$ cat src/sv/sfdt_pkg.sv
package sfdt_pkg;

  // SMB header magic words, byte zero in the top byte
  localparam logic [31:0] MAGIC_V1 = 32'hFF53_4D42;
  localparam logic [31:0] MAGIC_V2 = 32'hFE53_4D42;

  // Configuration register indexes
  localparam logic CFG_DIRECT_PORT  = 1'b0;
  localparam logic CFG_NETBIOS_PORT = 1'b1;

  localparam logic [15:0] DIRECT_PORT_RESET  = 16'd445;
  localparam logic [15:0] NETBIOS_PORT_RESET = 16'd139;

  // Recorded dialect codes
  localparam logic DIALECT_SMB1 = 1'b0;
  localparam logic DIALECT_SMB2 = 1'b1;

  // Sequencer states
  typedef enum logic [1:0] {
    ST_IDLE,
    ST_SCAN,
    ST_RESOLVE,
    ST_REJECT
  } state_t;

  // One flow table entry
  typedef struct packed {
    logic [31:0] client_addr;
    logic [31:0] server_addr;
    logic [15:0] svc_port;
    logic [31:0] open_time;
    logic [31:0] touch_time;
    logic [31:0] count;
    logic        dialect;
  } entry_t;

endpackage

$ cat src/sv/sfdt_ram.sv
module sfdt_ram #(
  parameter int WIDTH = 8,
  parameter int DEPTH = 16
) (
  input  logic                             clk,
  input  logic                             we,
  input  logic [(DEPTH > 1 ? $clog2(DEPTH) : 1)-1:0] waddr,
  input  logic [WIDTH-1:0]                 wdata,
  input  logic                             re,
  input  logic [(DEPTH > 1 ? $clog2(DEPTH) : 1)-1:0] raddr,
  output logic [WIDTH-1:0]                 rdata
);

  logic [WIDTH-1:0] mem [DEPTH];

  // Write port
  always_ff @(posedge clk) begin
    if (we) begin
      mem[waddr] <= wdata;
    end
  end

  // Registered read port, holds when not reading
  always_ff @(posedge clk) begin
    if (re) begin
      rdata <= mem[raddr];
    end
  end

endmodule

$ cat src/sv/smb_flow_dialect_tracker.sv
// SMB flow tracker: records SMB client/server flows seen in TCP segments.
// Request channel: present the segment fields and raise start; the request
// is taken at a rising edge where start is high and busy is low.
// Config channel: cfg_valid/cfg_ready with cfg_index (0 direct port,
// 1 NetBIOS port) and cfg_data; cfg_ready is always high. Write only idle.
// Result: one per request, shown for exactly one cycle with done high.
// Rejected requests (no server port, no magic, short payload) report all
// zeros from the result registers after one pass through the reject state.
// Accepted requests walk the flow table in one pass through a single RAM
// read port, one entry per cycle, comparing the flow key and tracking the
// oldest last-seen time with separate comparators; a match ends the walk
// early. busy falls in the cycle done is shown, so a new request can be
// taken then.
// The receiver cannot stall: done is a one-cycle strobe.
// Reset empties the table (occupancy zero) and restores ports 445 and 139.
module smb_flow_dialect_tracker #(
  parameter int SESSIONS = 16
) (
  input  logic        clk,
  input  logic        rst,
  // request channel
  input  logic        start,
  output logic        busy,
  input  logic [31:0] source_address,
  input  logic [15:0] source_port,
  input  logic [31:0] dest_address,
  input  logic [15:0] dest_port,
  input  logic [63:0] payload_head,
  input  logic [15:0] payload_length,
  input  logic [31:0] timestamp,
  // configuration channel
  input  logic        cfg_valid,
  output logic        cfg_ready,
  input  logic        cfg_index,
  input  logic [15:0] cfg_data,
  // result channel
  output logic        done,
  output logic        accepted,
  output logic [3:0]  slot_index,
  output logic        new_flow,
  output logic        evicted,
  output logic        flow_dialect,
  output logic [31:0] flow_count,
  output logic [31:0] flow_first_seen
);

  localparam int IDX_W = (SESSIONS > 1) ? $clog2(SESSIONS) : 1;
  localparam int OCC_W = $clog2(SESSIONS + 1);
  localparam int ENT_W = $bits(sfdt_pkg::entry_t);

  sfdt_pkg::state_t state, state_next;

  logic [15:0]      direct_port;
  logic [15:0]      netbios_port;
  logic [OCC_W-1:0] occupancy;

  // latched request
  logic [31:0] caddr;
  logic [31:0] vaddr;
  logic [15:0] vport;
  logic [31:0] now;
  logic        dia;

  // scan state
  logic [OCC_W-1:0] issue_cnt;
  logic             cmp_vld;
  logic [IDX_W-1:0] cmp_idx;
  logic             found;
  logic [IDX_W-1:0] match_idx;
  sfdt_pkg::entry_t ent;
  logic [31:0]      min_last;
  logic [IDX_W-1:0] min_idx;

  // memory port
  logic             rd_en;
  logic             wr_en;
  logic [ENT_W-1:0] rd_word;
  sfdt_pkg::entry_t rd_ent;
  sfdt_pkg::entry_t wr_ent;
  logic [IDX_W-1:0] slot;

  // front-end decode
  logic        take;
  logic        dst_srv;
  logic        src_srv;
  logic        srv_ok;
  logic [31:0] head_hi;
  logic [31:0] head_lo;
  logic        magic_ok;
  logic        magic_dia;

  // scan compare
  logic hit;
  logic last_cmp;
  logic issue;
  logic full;
  sfdt_pkg::entry_t base;
  logic [IDX_W+3:0] slot_wide;

  assign busy      = (state != sfdt_pkg::ST_IDLE);
  assign cfg_ready = 1'b1;
  assign take      = start && !busy;

  // Pick the server side, destination first
  assign dst_srv = (dest_port == direct_port) || (dest_port == netbios_port);
  assign src_srv = (source_port == direct_port) || (source_port == netbios_port);
  assign srv_ok  = dst_srv || src_srv;

  // Look for the magic, bare or behind a NetBIOS session header
  assign head_hi = payload_head[63:32];
  assign head_lo = payload_head[31:0];

  always_comb begin
    magic_ok  = 1'b0;
    magic_dia = sfdt_pkg::DIALECT_SMB1;
    if (payload_length >= 16'd4) begin
      priority if (head_hi == sfdt_pkg::MAGIC_V1) begin
        magic_ok = 1'b1;
      end else if (head_hi == sfdt_pkg::MAGIC_V2) begin
        magic_ok  = 1'b1;
        magic_dia = sfdt_pkg::DIALECT_SMB2;
      end else if (payload_length >= 16'd8 && head_hi[31:24] == 8'h00) begin
        if (head_lo == sfdt_pkg::MAGIC_V1) begin
          magic_ok = 1'b1;
        end else if (head_lo == sfdt_pkg::MAGIC_V2) begin
          magic_ok  = 1'b1;
          magic_dia = sfdt_pkg::DIALECT_SMB2;
        end
      end else begin
        magic_ok = 1'b0;
      end
    end
  end

  // Compare the entry returned by the RAM
  assign rd_ent   = sfdt_pkg::entry_t'(rd_word);
  assign hit      = cmp_vld && (rd_ent.svc_port == vport) &&
                    (rd_ent.client_addr == caddr) && (rd_ent.server_addr == vaddr);
  assign last_cmp = cmp_vld && (OCC_W'(cmp_idx) == occupancy - OCC_W'(1));
  assign full     = (occupancy == OCC_W'(SESSIONS));

  // Next state
  always_comb begin
    state_next = state;
    unique case (state)
      sfdt_pkg::ST_IDLE: begin
        if (take) begin
          if (!(srv_ok && magic_ok)) begin
            state_next = sfdt_pkg::ST_REJECT;
          end else if (occupancy == '0) begin
            state_next = sfdt_pkg::ST_RESOLVE;
          end else begin
            state_next = sfdt_pkg::ST_SCAN;
          end
        end
      end
      sfdt_pkg::ST_SCAN: begin
        if (hit || last_cmp) begin
          state_next = sfdt_pkg::ST_RESOLVE;
        end
      end
      sfdt_pkg::ST_RESOLVE: state_next = sfdt_pkg::ST_IDLE;
      sfdt_pkg::ST_REJECT:  state_next = sfdt_pkg::ST_IDLE;
      default:              state_next = sfdt_pkg::ST_IDLE;
    endcase
  end

  // Memory control: issue reads during the walk, write back on resolve
  always_comb begin
    issue = 1'b0;
    wr_en = 1'b0;
    unique case (state)
      sfdt_pkg::ST_SCAN:    issue = (issue_cnt < occupancy) && !hit;
      sfdt_pkg::ST_RESOLVE: wr_en = 1'b1;
      default: begin
        issue = 1'b0;
        wr_en = 1'b0;
      end
    endcase
    rd_en = issue;
  end

  // Choose the slot and build the updated entry
  always_comb begin
    if (found) begin
      slot = match_idx;
    end else if (full) begin
      slot = min_idx;
    end else begin
      slot = issue_cnt[IDX_W-1:0];
    end

    if (found) begin
      base = ent;
    end else begin
      base.client_addr = caddr;
      base.server_addr = vaddr;
      base.svc_port    = vport;
      base.open_time   = now;
      base.touch_time  = now;
      base.count       = '0;
      base.dialect     = dia;
    end

    wr_ent            = base;
    wr_ent.touch_time = now;
    wr_ent.count      = (base.count == '1) ? base.count : base.count + 32'd1;
    wr_ent.dialect    = (base.dialect != sfdt_pkg::DIALECT_SMB1) ? dia
                                                                 : sfdt_pkg::DIALECT_SMB1;
    slot_wide         = {4'b0000, slot};
  end

  sfdt_ram #(
    .WIDTH(ENT_W),
    .DEPTH(SESSIONS)
  ) u_table (
    .clk  (clk),
    .we   (wr_en),
    .waddr(slot),
    .wdata(wr_ent),
    .re   (rd_en),
    .raddr(issue_cnt[IDX_W-1:0]),
    .rdata(rd_word)
  );

  // Sequencer and control state
  always_ff @(posedge clk) begin
    if (rst) begin
      state        <= sfdt_pkg::ST_IDLE;
      direct_port  <= sfdt_pkg::DIRECT_PORT_RESET;
      netbios_port <= sfdt_pkg::NETBIOS_PORT_RESET;
      occupancy    <= '0;
      cmp_vld      <= 1'b0;
      done         <= 1'b0;
    end else begin
      state   <= state_next;
      cmp_vld <= issue;
      done    <= (state == sfdt_pkg::ST_RESOLVE) || (state == sfdt_pkg::ST_REJECT);
      if (cfg_valid && cfg_ready) begin
        unique case (cfg_index)
          sfdt_pkg::CFG_DIRECT_PORT:  direct_port  <= cfg_data;
          sfdt_pkg::CFG_NETBIOS_PORT: netbios_port <= cfg_data;
          default:                    direct_port  <= direct_port;
        endcase
      end
      if (state == sfdt_pkg::ST_RESOLVE && !found && !full) begin
        occupancy <= occupancy + OCC_W'(1);
      end
    end
  end

  // Latch the request and track the walk
  always_ff @(posedge clk) begin
    if (take) begin
      if (dst_srv) begin
        vport <= dest_port;
        vaddr <= dest_address;
        caddr <= source_address;
      end else begin
        vport <= source_port;
        vaddr <= source_address;
        caddr <= dest_address;
      end
      now       <= timestamp;
      dia       <= magic_dia;
      issue_cnt <= '0;
      found     <= 1'b0;
    end else begin
      if (issue) begin
        issue_cnt <= issue_cnt + OCC_W'(1);
      end
      if (hit) begin
        found     <= 1'b1;
        match_idx <= cmp_idx;
        ent       <= rd_ent;
      end
    end
    if (issue) begin
      cmp_idx <= issue_cnt[IDX_W-1:0];
    end
    // Hold the oldest last-seen time, lowest index on ties
    if (cmp_vld && (cmp_idx == '0 || rd_ent.touch_time < min_last)) begin
      min_last <= rd_ent.touch_time;
      min_idx  <= cmp_idx;
    end
  end

  // Result registers
  always_ff @(posedge clk) begin
    if (state == sfdt_pkg::ST_RESOLVE) begin
      accepted        <= 1'b1;
      slot_index      <= slot_wide[3:0];
      new_flow        <= !found;
      evicted         <= !found && full;
      flow_dialect    <= wr_ent.dialect;
      flow_count      <= wr_ent.count;
      flow_first_seen <= wr_ent.open_time;
    end else if (state == sfdt_pkg::ST_REJECT) begin
      accepted        <= 1'b0;
      slot_index      <= '0;
      new_flow        <= 1'b0;
      evicted         <= 1'b0;
      flow_dialect    <= 1'b0;
      flow_count      <= '0;
      flow_first_seen <= '0;
    end
  end

endmodule

$ cat config.mk
export PLATFORM = sky130hd
export DESIGN_NAME = smb_flow_dialect_tracker
export DESIGN_NICKNAME = d
export VERILOG_FILES = /design/src/sv/sfdt_pkg.sv /design/src/sv/sfdt_ram.sv /design/src/sv/smb_flow_dialect_tracker.sv
export SDC_FILE = /design/constraint.sdc
export NUM_CORES = 2
export LEC_CHECK = 0
export BUFFER_PORTS_ARGS = -buffer_cell sky130_fd_sc_hd__buf_2
export CAP_MARGIN = 5
export CORE_MARGIN = 3
export CORE_UTILIZATION = 23
export DETAILED_ROUTE_END_ITERATION = 12
export PLACE_DENSITY = 0.47
export SYNTH_ARGS = -nofsm -noshare
export SYNTH_HDL_FRONTEND = slang
export SYNTH_SLANG_ARGS = --single-unit
$ cat constraint.sdc
create_clock -name clk -period 19.9 [get_ports clk]
set_clock_uncertainty 0.05 [all_clocks]
set_input_delay 1.99 -clock clk [delete_from_list [all_inputs] [get_ports clk]]
set_output_delay 1.99 -clock clk [all_outputs]
set_load 0.02 [all_outputs]
After elaboration in Yosys (flattened, before gate mapping)
Memories as Yosys holds them, arrays and structs flattened. A register that Yosys moved wholly into a read port is not among the register bits.
Cells that the tools add are included.
{ "word_totals": {"memories": 1, "output_inout_bits": 75, "latch_bits": 0, "ram_bits": 2832, "in_bits": 229, "romBits": 0, "regBits": 453} }
{ "mem_list": {"columns": ["memory", "words", "width", "rd", "rd_clocked_by_memory_dff", "wr", "line", "source"], "rows": [
  ["u_table.mem", 16, 177, 1, 1, 1, "sfdt_ram.sv:14", "logic [WIDTH-1:0] mem [DEPTH];"]
]} }
{ "classes": {"add_sub_neg": 4, "shift": 0, "n_bitwise": 3, "n_eq_ne": 19, "n_mul": 0, "div_mod_pow": 0, "n_reduce_logical": 34, "n_mux": 35, "n_lt_le_gt_ge": 4} }
{ "op_table": {"columns": ["cell", "n"], "rows": [
  ["$mux 32", 6],
  ["$mux 177", 1],
  ["$eq 32x32->1 const B", 5],
  ["$eq 16x16->1", 5],
  ["$eq 32x32->1", 2],
  ["$add 32x1->32 const B", 1],
  ["$lt 32x32->1", 1],
  ["$mux 1", 18],
  ["$ge 16x3->1 const B", 1],
  ["$ge 16x4->1 const B", 1],
  ["$mux 16", 1],
  ["$mux 4", 4],
  ["$logic_and 1x1->1", 12],
  ["$add 5x1->5 const B", 2],
  ["$logic_not 8->1", 1],
  ["$mux 2", 4],
  ["$reduce_and 2->1", 4],
  ["$logic_or 1x1->1", 6],
  ["$pmux 2 s3", 1],
  ["$eq 4x5->1", 1],
  ["$eq 5x5->1 const B", 1],
  ["$logic_not 5->1", 1],
  ["$lt 5x5->1", 1],
  ["$sub 5x1->5 const B", 1],
  ["9 further kinds", 18]
]} }

Depth between registers and ports, before layout
{ "depth": {"ltp_word": 11, "ltp_mapped": 12, "mapped_depth_nobuf": 9} }

Cells and area by module
A second synthesis with hierarchy kept.
{ "hier_totals": {"hier_cells": 6132, "hier_area_um2": 131548.7} }
{ "by_module_without_submodules": {"columns": ["mod", "cells_each", "seq_area_each_um2", "area_per_inst_um2", "instances"], "rows": [
  ["sfdt_ram", 4629, 90356.7, 111720.9, 1],
  ["smb_flow_dialect_tracker", 1503, 12161.7, 19827.8, 1]
]} }

Least setup slack after synthesis
Ideal clock, no wire load.
{ "synth_timing": {"path_type": "in2reg", "startpoint": "input start", "endpoint": "register ent[0] (netlist bit) (enable)", "setup_time_ps": 1021, "arrival_time_ps": 17609, "required_time_ps": 18829, "slack_ps": 1220, "path_buffers": 0, "stages": 3, "cell_sequence": "nand2_1 inv_1 nor4_1"} }
{ "synth_via": {"elab_chain_len": 3} }
{ "synth_rtl": {"columns": ["element", "line", "source"], "rows": [
  ["start, declared", "smb_flow_dialect_tracker.sv:22", "input logic start,"],
  ["$logic_and 1x1->1", "smb_flow_dialect_tracker.sv:102", "assign take = start && !busy;"],
  ["via take", "smb_flow_dialect_tracker.sv:83", "logic take;"],
  ["$not 1->1 (no line)", null, null],
  ["$reduce_and 2->1 (no line)", null, null],
  ["end signal, assigned", "smb_flow_dialect_tracker.sv:275", "ent <= rd_ent;"],
  ["end, declared", "smb_flow_dialect_tracker.sv:70", "sfdt_pkg::entry_t ent;"]
]} }
The timed path passes the listed nets, and every way through them passes these cells.
A chain may end at the register's enable or synchronous reset.

Worst setup path after layout
{ "layout_timing": {"startpoint": "register occupancy[0]", "endpoint": "memory u_table.mem[8][139] (netlist bit) (enable)"} }
{ "layout_via": {"elab_chain_len": 3} }
{ "layout_rtl": {"columns": ["element", "line", "source"], "rows": [
  ["start, declared", "smb_flow_dialect_tracker.sv:55", "logic [OCC_W-1:0] occupancy;"],
  ["start signal, assigned", "smb_flow_dialect_tracker.sv:247", "occupancy <= occupancy + OCC_W'(1);"],
  ["$eq 5x5->1", "smb_flow_dialect_tracker.sv:140", "assign full = (occupancy == OCC_W'(SESSIONS));"],
  ["$mux 4", "smb_flow_dialect_tracker.sv:187", "end else if (full) begin"],
  ["$mux 4", "smb_flow_dialect_tracker.sv:185", "if (found) begin"],
  ["end, declared", "sfdt_ram.sv:14", null]
]} }
No other way between the ends.

==> flow_summary.json <==
{
  "syn_area_sq_um": 131000,
  "initial_core_util_pct": 23.1,
  "die_w_um": 760,
  "vias_per_cell": 4.30,
  "place_hpwl_um": 181000,
  "wl_met2_um": 170000,
  "total_power_mw": 15.6,
  "drt_pass1_iterations": 5,
  "p_per_area_nw_per_um2": 101,
  "synth_edf_count": 3382,
  "clkLatencyLatePin_ns": 1.00,
  "yosys.area.top_type_share_pct": 77.6,
  "crit_path_end_kind": "register",
  "yosysWarningCount": 0,
  "setup_viol": 0,
  "wl_per_cell_um": 25.0,
  "max-clock-path-buffers": 4,
  "final_cells": 13900,
  "ys.flop_type": "edfxtp_1",
  "h-tree-depth": 5,
  "core_area_sq_um": 566000,
  "synth_nets": 5831,
  "antenna_found_initial": 21,
  "cts_sinks": 3430,
  "die_area_sq_um": 578000,
  "yosysTopAreaCell": "edfxtp_1",
  "yosys-top-cells-area": "edfxtp_1, mux4_2, mux2_2",
  "crit_chain": "inv_1 > ha_1 > nor4bb_1 > mux2i_1 > nor2_1 > a21oi_1 > nand2_1 > nor2_4 > buf_4 > buf_4 > buf_4",
  "crit_path_frequent_cell": "buf_4",
  "cts_setup_buffers": 0,
  "worstSetupStartpointType": "register",
  "post-place-cells": 13200,
  "wl_met1_um": 153000,
  "cts_made_buffers": 367,
  "crit_type": "register to register",
  "cap_violations": 0,
  "crit_arrival_ns": 6.87,
  "required_ns": 20.43,
  "ctsResizeCount": 0,
  "finalHoldViolCount": 0,
  "cpPeakStageDelay_ns": 0.94,
  "gp_congestion": 0.770,
  "wl_met3_um": 17900,
  "worstMarginPinSlew_ns": 1.26,
  "port_buffers": 300,
  "rows": 276,
  "hp-class": "register to register",
  "final.setup.tns_ns": 0,
  "final_common_cell": "edfxtp_1",
  "grt_pass1_wl_um": 490000,
  "ys_seq_elements": 3430,
  "synth_cells": 5563,
  "period_share_pct": 31.8,
  "synth_area_per_cell_sq_um": 23.5,
  "slew_viol_final": 0,
  "top_layer": "met5",
  "drtAntennaViolNets": 0,
  "post-route-util_pct": 27.2,
  "grt_pass1_vias": 63100,
  "rr_startpoint": "occupancy[0]",
  "critPathSlowestCell": "nor4bb_1",
  "rsz0062_at_grt": "false",
  "power.leakage_nw": 45.7,
  "outcome": "finished clean",
  "fill_cells": 55900,
  "grt_usage_pct": 11.7,
  "ys_types": 60,
  "grt_overflow_total": 0,
  "hp-start": "u_table.rdata[66]",
  "ir_worst_vdd_v": 0.0000755,
  "crit_fanout": 38,
  "die_y_um": 760,
  "cp.buffers_inverters": 4,
  "async_flop_share_pct": 0,
  "cts_root_buffer": "clkbuf_16",
  "clk_pin_slew_ns": 0.06,
  "wl_um": 348000,
  "yosysSeqAreaShare_pct": 78.4,
  "route.detailed.drc": 0,
  "layout_common_cells": "edfxtp_1, mux4_2, clkbuf_16",
  "grt_start_max_net_pins": 133,
  "critPathLaunch": "occupancy[0]",
  "period_needed_ns": 6.34,
  "slew_headroom_pct": 15.3,
  "path_delay_family": "buffers and inverters",
  "nets": 6378,
  "num_io_pins": 304,
  "cts_tree": "built",
  "drt_iter0_drc": 5461,
  "area_growth_pct": 17.4,
  "num_vias": 59800,
  "layout-drive-gt1-share_pct": 32.0,
  "fmax_mhz": 158,
  "cts_hold_buf": 0
}
registers in the layout, indices dropped and copies added, names as in the netlist, 5 cells and up:
signal,cells
caddr,32
direct_port,16
ent,145
flow_count,32
flow_first_seen,32
issue_cnt,5
min_last,32
netbios_port,16
now,32
occupancy,5
u_table.mem,2832
u_table.rdata,177
vaddr,32
vport,16
cells in the mapped netlist (4+ instances only):
cell type and count:
nor2b_1 33, edfxtp_1 3382, nor4_1 23, mux2_2 187, inv_1 57, nand3_1 21, a21oi_1 34, and2_1 50
nand4_1 48, and3_1 9, buf_2 72, o21ai_0 15, nand3b_1 11, mux4_2 885, nor4b_1 5, a21o_1 12
nand2_1 116, buf_1 25, mux2i_1 9, dfxtp_1 48, o2111ai_1 5, and4_1 5, xnor2_1 107, nand2b_1 21
nor2_1 72, clkbuf_1 151, nor3_1 15, a221o_1 4, xor2_1 56, ha_1 39
metal layers:
metal,vias to the layer above,global-route usage (%)
li1,24600,-
met1,33100,16.0
met2,1652,19.6
met3,422,1.90
met4,4,2.64
met5,-,0
where the power goes:
part | leakage [nW] | internal, mW | switching, mW
Sequential | 31.0 | 8.04 | 0.0815
Clock | 5.61 | 3.77 | 2.85
Combinational | 9.09 | 0.392 | 0.428
cell families after synthesis:
group,count (synthesis),share of synthesized area (%)
xor+xnor,163,1.09
other cells,1,0.00287
buf+inv,309,0.970
flops,3430,78.4
mux,1081,16.9
simple gates,445,1.79
fa+ha+maj,39,0.373
compound gates,95,0.484
final timing paths:
kind	endpoint	depth (start not counted)	slack [ns]
setup / recovery	u_table.mem[8][139]	11	13.56
hold / removal	ent[66]	0	0.33
setup reg to reg	u_table.mem[8][139]	11	13.56
hold reg to reg	ent[66]	0	0.33
metrics by stage:
stage	hold WS, ns	worst slack, ns	area [sq um]
after detailed placement	0.355	13.40	142000
after floorplan	0.350	1.22	131000
after global routing	0.353	13.29	154000
final	0.328	13.56	154000
after global placement	0.352	13.52	142000
after CTS	0.330	13.43	154000
area by class of cell:
class,instances,area (sq um),area share [%]
Antenna cell,2,5.00,0.00326
Clock buffer,457,9650,6.28
Clock inverter,196,1900,1.24
Inverter,57,226,0.147
Multi-Input combinational cell,1824,27200,17.7
Sequential cell,3430,103000,66.8
Tap cell,7506,9390,6.11
Timing Repair Buffer,430,2710,1.76
No activity file was read; power rests on OpenSTA's default activity.
